`src/hdl/smlt_pkg.sv`:
```
// Package for the station MAC learning table.
// Holds the payload structs, the table record layout and the
// controller/datapath command and status groups. No dependencies.
`default_nettype none

package smlt_pkg;

  // Field widths fixed by the frame format
  localparam int unsigned LenW   = 16;
  localparam int unsigned TypeW  = 2;
  localparam int unsigned MacW   = 48;
  localparam int unsigned RssiW  = 8;
  localparam int unsigned StampW = 32;
  localparam int unsigned SlotW  = 7;

  // 802.11 type code of a data frame
  localparam logic [TypeW-1:0] DATA_FRAME_TYPE = 2'd2;
  // Minimum frame length after reset
  localparam logic [LenW-1:0]  MIN_LEN_RESET   = 16'd64;

  // One received frame
  typedef struct packed {
    logic        [LenW-1:0]   frame_length;
    logic        [TypeW-1:0]  frame_type;
    logic        [MacW-1:0]   source_mac;
    logic signed [RssiW-1:0]  signal_strength;
    logic        [StampW-1:0] timestamp;
  } in_t;

  // One lookup result
  typedef struct packed {
    logic [SlotW-1:0] slot_index;
    logic             new_station;
    logic             table_full;
  } out_t;

  // One stored station record
  typedef struct packed {
    logic [MacW-1:0]   mac;
    logic [RssiW-1:0]  strength;
    logic [StampW-1:0] last_seen;
  } entry_t;

  // Controller to datapath
  typedef struct packed {
    logic load_item;   // capture the frame on an input transfer
    logic scan_clear;  // restart the slot scan at slot 0
    logic scan_next;   // step to the next slot
    logic wr_hit;      // refresh the matching slot, report it
    logic wr_new;      // append the station, report it as new
    logic full_out;    // report a full table, store nothing
  } cmd_t;

  // Datapath to controller
  typedef struct packed {
    logic drop;      // frame too short or not a data frame
    logic at_end;    // scan index reached the occupied count
    logic mac_match; // slot read data matches the frame's MAC
    logic full;      // every slot is occupied
    logic out_free;  // result register can take a result now
  } status_t;

endpackage

`default_nettype wire

```
`src/hdl/smlt_ctrl.sv`:
```
// Controller of the station MAC learning table: sequences filter,
// slot scan and result for one frame at a time. Depends on smlt_pkg.
`default_nettype none

module smlt_ctrl (
  input  wire logic              clk_i,
  input  wire logic              rst_ni,
  input  wire logic              in_valid_i,
  output logic                   in_ready_o,
  input  wire smlt_pkg::status_t status_i,
  output smlt_pkg::cmd_t         cmd_o
);

  localparam logic [2:0] StIdle   = 3'd0;
  localparam logic [2:0] StFilter = 3'd1;
  localparam logic [2:0] StScan   = 3'd2;
  localparam logic [2:0] StComp   = 3'd3;
  localparam logic [2:0] StHit    = 3'd4;
  localparam logic [2:0] StMiss   = 3'd5;

  logic [2:0] state_q, state_d;

  // Next state and commands
  always_comb begin
    state_d    = state_q;
    cmd_o      = '0;
    in_ready_o = 1'b0;
    case (state_q)
      StIdle: begin
        in_ready_o = 1'b1;
        if (in_valid_i) begin
          cmd_o.load_item = 1'b1;
          state_d         = StFilter;
        end
      end
      StFilter: begin
        if (status_i.drop) begin
          state_d = StIdle;
        end else begin
          cmd_o.scan_clear = 1'b1;
          state_d          = StScan;
        end
      end
      // RAM read of the indexed slot is in flight here
      StScan: begin
        state_d = status_i.at_end ? StMiss : StComp;
      end
      StComp: begin
        if (status_i.mac_match) begin
          state_d = StHit;
        end else begin
          cmd_o.scan_next = 1'b1;
          state_d         = StScan;
        end
      end
      StHit: begin
        if (status_i.out_free) begin
          cmd_o.wr_hit = 1'b1;
          state_d      = StIdle;
        end
      end
      StMiss: begin
        if (status_i.out_free) begin
          if (status_i.full) begin
            cmd_o.full_out = 1'b1;
          end else begin
            cmd_o.wr_new = 1'b1;
          end
          state_d = StIdle;
        end
      end
      default: begin
        state_d = StIdle;
      end
    endcase
  end

  always_ff @(posedge clk_i or negedge rst_ni) begin
    if (!rst_ni) begin
      state_q <= StIdle;
    end else begin
      state_q <= state_d;
    end
  end

endmodule

`default_nettype wire

```
`config.mk`:
```
export PLATFORM = sky130hd
export DESIGN_NAME = smlt_ctrl
export DESIGN_NICKNAME = d
export VERILOG_FILES = /design/src/hdl/smlt_pkg.sv /design/src/hdl/smlt_ctrl.sv
export SDC_FILE = /design/constraint.sdc
export NUM_CORES = 1
export LEC_CHECK = 0
export BUFFER_PORTS_ARGS = -buffer_cell sky130_fd_sc_hd__buf_2
export CORE_AREA = 8 8 45 47
export DETAILED_ROUTE_END_ITERATION = 6
export DIE_AREA = 0 0 53 55
export PLACE_DENSITY = 0.43
export SLEW_MARGIN = 20
export SYNTH_ARGS = -nofsm -noshare
export SYNTH_HDL_FRONTEND = slang
export SYNTH_SLANG_ARGS = --single-unit
```
`constraint.sdc`:
```
create_clock -name clk_i -period 1.2 [get_ports clk_i]
set_input_delay 0.3 -clock clk_i [delete_from_list [all_inputs] [get_ports clk_i]]
set_output_delay 0.3 -clock clk_i [all_outputs]
set_load 0.005 [all_outputs]
```
# --- Word-level counts from Yosys, hierarchy flattened ---
# Cells that the tools add are included.
op_classes:
  n_eq_ne: 7
  muxes: 19
  reduce_logical: 3
ops:
  columns: ["op", "n"]
  rows:
  - ["$pmux W3 S5", 1]
  - ["$mux W3", 4]
  - ["$mux W1", 11]
  - ["$eq A3 B2 Y1 const B", 2]
  - ["$eq A3 B3 Y1 const B", 2]
  - ["$mux W2", 3]
  - ["$eq A3 B1 Y1 const B", 1]
  - ["$logic_not A3 Y1", 1]
  - ["$ne A2 B1 Y1 const B", 1]
  - ["$ne A2 B2 Y1 const B", 1]
  - ["$reduce_and A2 Y1", 1]
  - ["$reduce_or A2 Y1", 1]
totals:
  regBits: 3
  out_inout_bits: 7
  word_cells: 30

# --- Depth between registers and ports, before layout ---
depth:
  depth_word: 4
  mapped_depth: 3

# --- Least setup slack after synthesis ---
# Ideal clock, no wire load.
synth_path:
  path_type: "register to output"
  from: "register state_q[2]"
  to: "output port cmd_o[5] (netlist bit)"
  arrival_ps: 853
  required_time_ps: 900
  setup_slack_ps: 47
  path_stages_with_launch: 4
  path_cell_list: "dfrtp_1 > buf_6 > nor3_1 > and2_1"
synth_lines:
  columns: ["element", "line", "rtl"]
  rows:
  - ["start: declaration", "smlt_ctrl.sv:21", "logic [2:0] state_q, state_d;"]
  - ["start signal: assignment", "smlt_ctrl.sv:80", "state_q <= StIdle;"]
  - ["start signal: assignment", "smlt_ctrl.sv:82", "state_q <= state_d;"]
  - ["end: declaration", "smlt_ctrl.sv:11", "output smlt_pkg::cmd_t cmd_o"]

==> summary.txt <==
Yosys
  • Yosys warnings: 0
  • Leading cell types by total area after synthesis: dfrtp_1, nor3_1, nand2b_1
  • Synth Area in Compound Gates: ~16%
  • Largest area contributor in the synthesized netlist: dfrtp_1
  • Syn Area/Cell: 9.194 um^2
  • Seq/Total Area, Yosys: 35.50%
  • Simple-gate share of the synthesized area: 34.32%
  • Most instantiated cells after synthesis: nor3_1, dfrtp_1, nand2b_1
  • Synth Register Bits: 3
  • Top-count cell post-synth: nor3_1
  • Syn_nets: 31
  • Synth unique cells: 13
  • Number of synthesized flops with an enable pin: 0
  • Xor-xnor portion of the synthesized cell area: 0%
  • Post-synthesis cell area: 211.5 um^2
  • Largest family of logic cells by synthesized area: simple AND/OR/NAND/NOR gates
  • Synth Area in Adders: 0%
  • Ys flop type: dfrtp_1
  • Cells after synthesis: 23
  • Asr flop ratio synth: between 90% and 100%
  • Yosys top cell area share: between 30% and 40%
  • Post-synthesis mux area share: between 7 and 8%

Detailed routing
  • DR vias/cell: 4.222
  • Vias: 266
  • DR pass1 iterations: 1
  • Routed Wire Length: 734 um
  • DRC: 0
  • Number of nets still failing antenna checks after routing: 0
  • Initial DRC count: 0
  • WL per Instance: 11.65 um

Global route
  • Number of global-route vias before repair: around 290
  • Total Routing Usage GR: 6.021%
  • First-pass GRT wire length: 1193 um
  • Total grt overflow: 0
  • Initial antenna violation count: 0
  • Largest net degree at the start of global routing: 8

Floorplanning
  • Top Ports: 15
  • Die footprint: 2915 um^2
  • Die H: 55 um
  • Core region area: approximately 1400 um^2
  • Rows: 14
  • Initial Util: 15.28%
  • Die W: 53 um

STA
  • Max-slew headroom: 86.52%
  • Min Hold Slack: around 0.3 ns
  • Fmax: between 0.7 and 0.8 GHz
  • Clk_skew: 0.0003170 ns
  • Slew @ Worst Pin: 0.2016 ns
  • Pins Over Slew Limit: 0
  • Fin worst setup slack: -0.2241 ns
  • Setup violators final: 7
  • TNS Setup: -1.427 ns
  • Post-route minimum period: between 1 and 1.5 ns
  • Fin crit share: 118.7%
  • Final Hold Viols: 0
  • Unrepaired setup endpoints after global routing: true

Cells and area
  • Max reg flops: 3
  • Finished Cell Area: 430.4 um^2
  • Final #Nets: 56
  • Ant. Diodes: 0
  • Most flops, register: state_q
  • Share of cells above drive strength 1: approximately three quarters
  • Fillers: ~150
  • Biggest registers after layout: state_q: 3 flops
  • Area delta synth->final: 103.6%

Place
  • Port bufs: 14
  • Final GP Congestion: 0.7221
  • Post-DP HPWL: between 500 and 600 um
  • DP Area: 320.3 um^2

Setup path
  • Crit path buffers/inverters: 2
  • Critical path class: register to primary output
  • CP top delay family: flip-flops
  • Worst stage delay on the critical path: around 0.44 ns
  • Worst R2R Setup Slack: 0.07 ns
  • CP arrival: 1.12 ns
  • CP max stage cell: dfrtp_2
  • Worst-path cell chain: buf_4 > nor3_2 > buf_2
  • Critical path fanouts, max: 6
  • Crit path capture type: primary output
  • Startpoint class of the critical path: register
  • CP Data Required Time: 0.90 ns

Power
  • Peak VDD IR: 772.8 uV
  • Power Total: 1.038 mW
  • Cell Pwr Density: 2412 nW/um^2
  • P_int: 0.6496 mW
  • Clk network pwr share: 17.4%
  • Sw power: 0.3887 mW
  • P_leak: 0.2084 nW
  • Sequential power share: a little under a quarter
  • Net Sw Frac: ~37%
  • Comb pwr share: 59.9%

CTS
  • CTS sink cnt: 3
  • Clock tree root driver cell: clkbuf_4
  • CTS Buffer Depth: 2
  • Skew-Pair Late Insertion Delay: approximately 0.23 ns
  • Max H-tree Level: 1
  • Reg clk slew, reported paths: 0.04 ns
  • CTS tree: built
  • Num CTS Buffers: 3

Hold path
  • Hold Crit Class: input pin to register

Flow run
  • Max Cap Violations: 0

Status
  • Outcome: finished, violations left
  • Failing checks: negative setup slack
## power groups by stage
stage               clock network (mW)  registers (mW)  logic [mW]
floorplan                            0           0.199       0.247
global placement                     0           0.201       0.459
detailed placement                   0           0.199       0.450
CTS                              0.185           0.226       0.561
global route                     0.219           0.247       0.684
finish                           0.180           0.236       0.622
## cell families (layout without fill, tap and decap cells)
| kind of cell | count (synthesis) | in the layout |
|---|---|---|
| simple gates | 14 | 14 |
| compound gates | 3 | 3 |
| flops | 3 | 3 |
| buf+inv | 2 | 26 |
| mux | 1 | 1 |
## path summary, 6_finish.rpt
check,from,depth (start not counted),endpoint
max,state_q[2]$_DFFE_PN0P_,3,cmd_o[4]
min,status_i[4],2,state_q[1]$_DFFE_PN0P_
max reg2reg,state_q[0]$_DFFE_PN0P_,3,state_q[2]$_DFFE_PN0P_
min reg2reg,state_q[2]$_DFFE_PN0P_,1,state_q[0]$_DFFE_PN0P_
max in group asynchronous,rst_ni,2,state_q[2]$_DFFE_PN0P_
min in group asynchronous,rst_ni,2,state_q[1]$_DFFE_PN0P_
## per-stage QoR
step	util [%]	setup WS, ns	cells
2_1_floorplan	-	0.04697	23
5_1_grt	31.10	-0.3052	63
4_1_cts	29.48	-0.2007	61
3_3_place_gp	23.15	-0.03199	56
3_5_place_dp	23.15	-0.009020	56
6_report	31.10	-0.2241	63
## layer usage
| layer | share of wire, % | global-route usage (%) | up-vias |
|---|---|---|---|
| met4 | 2.3 | 5.172 | 0 |
| met5 | 0 | 0 | - |
| met1 | 43 | 6.718 | 121 |
| li1 | - | - | 130 |
| met3 | 9.3 | 4.278 | 2 |
| met2 | 45 | 7.422 | 13 |
## layout by cell type, fill, tap and decap left out, drive strengths merged
cell type and instances:
and2 1, buf 20, clkbuf 4, dfrtp 3, dlygate4sd3 1, inv 1, mux2 1, nand2 2
nand2b 3, nor2 1, nor2b 1, nor3 6, o2bb2ai 1, o32ai 2
## layout make-up
class / count / area [um^2] / share of cell area [%]
Sequential cell: 3 / 77.57 / 18.02
Inverter: 1 / 3.754 / 0.8721
Multi-Input combinational cell: 18 / 167.7 / 38.95
Timing Repair Buffer: 21 / 135.1 / 31.40
Tap cell: 16 / 20.02 / 4.651
Clock buffer: 4 / 26.28 / 6.105
## worst register-to-register path, cell delays in order (launching register included)
cell	delay [ns]
dfrtp_2	0.44
buf_6	0.15
mux2_4	0.30
o2bb2ai_1	0.12
## timing repair
| item | 4_1_cts | 5_1_grt |
|---|---|---|
| resized for setup | 12 | 2 |
| buffers inserted | 0 | 2 |
| pin swaps | 0 | 2 |
| hold buffers | 1 | 0 |
| hold endpoints to repair | 3 | 0 |
| setup endpoints to repair | 7 | 7 |
(Power assumes the default switching activity.)
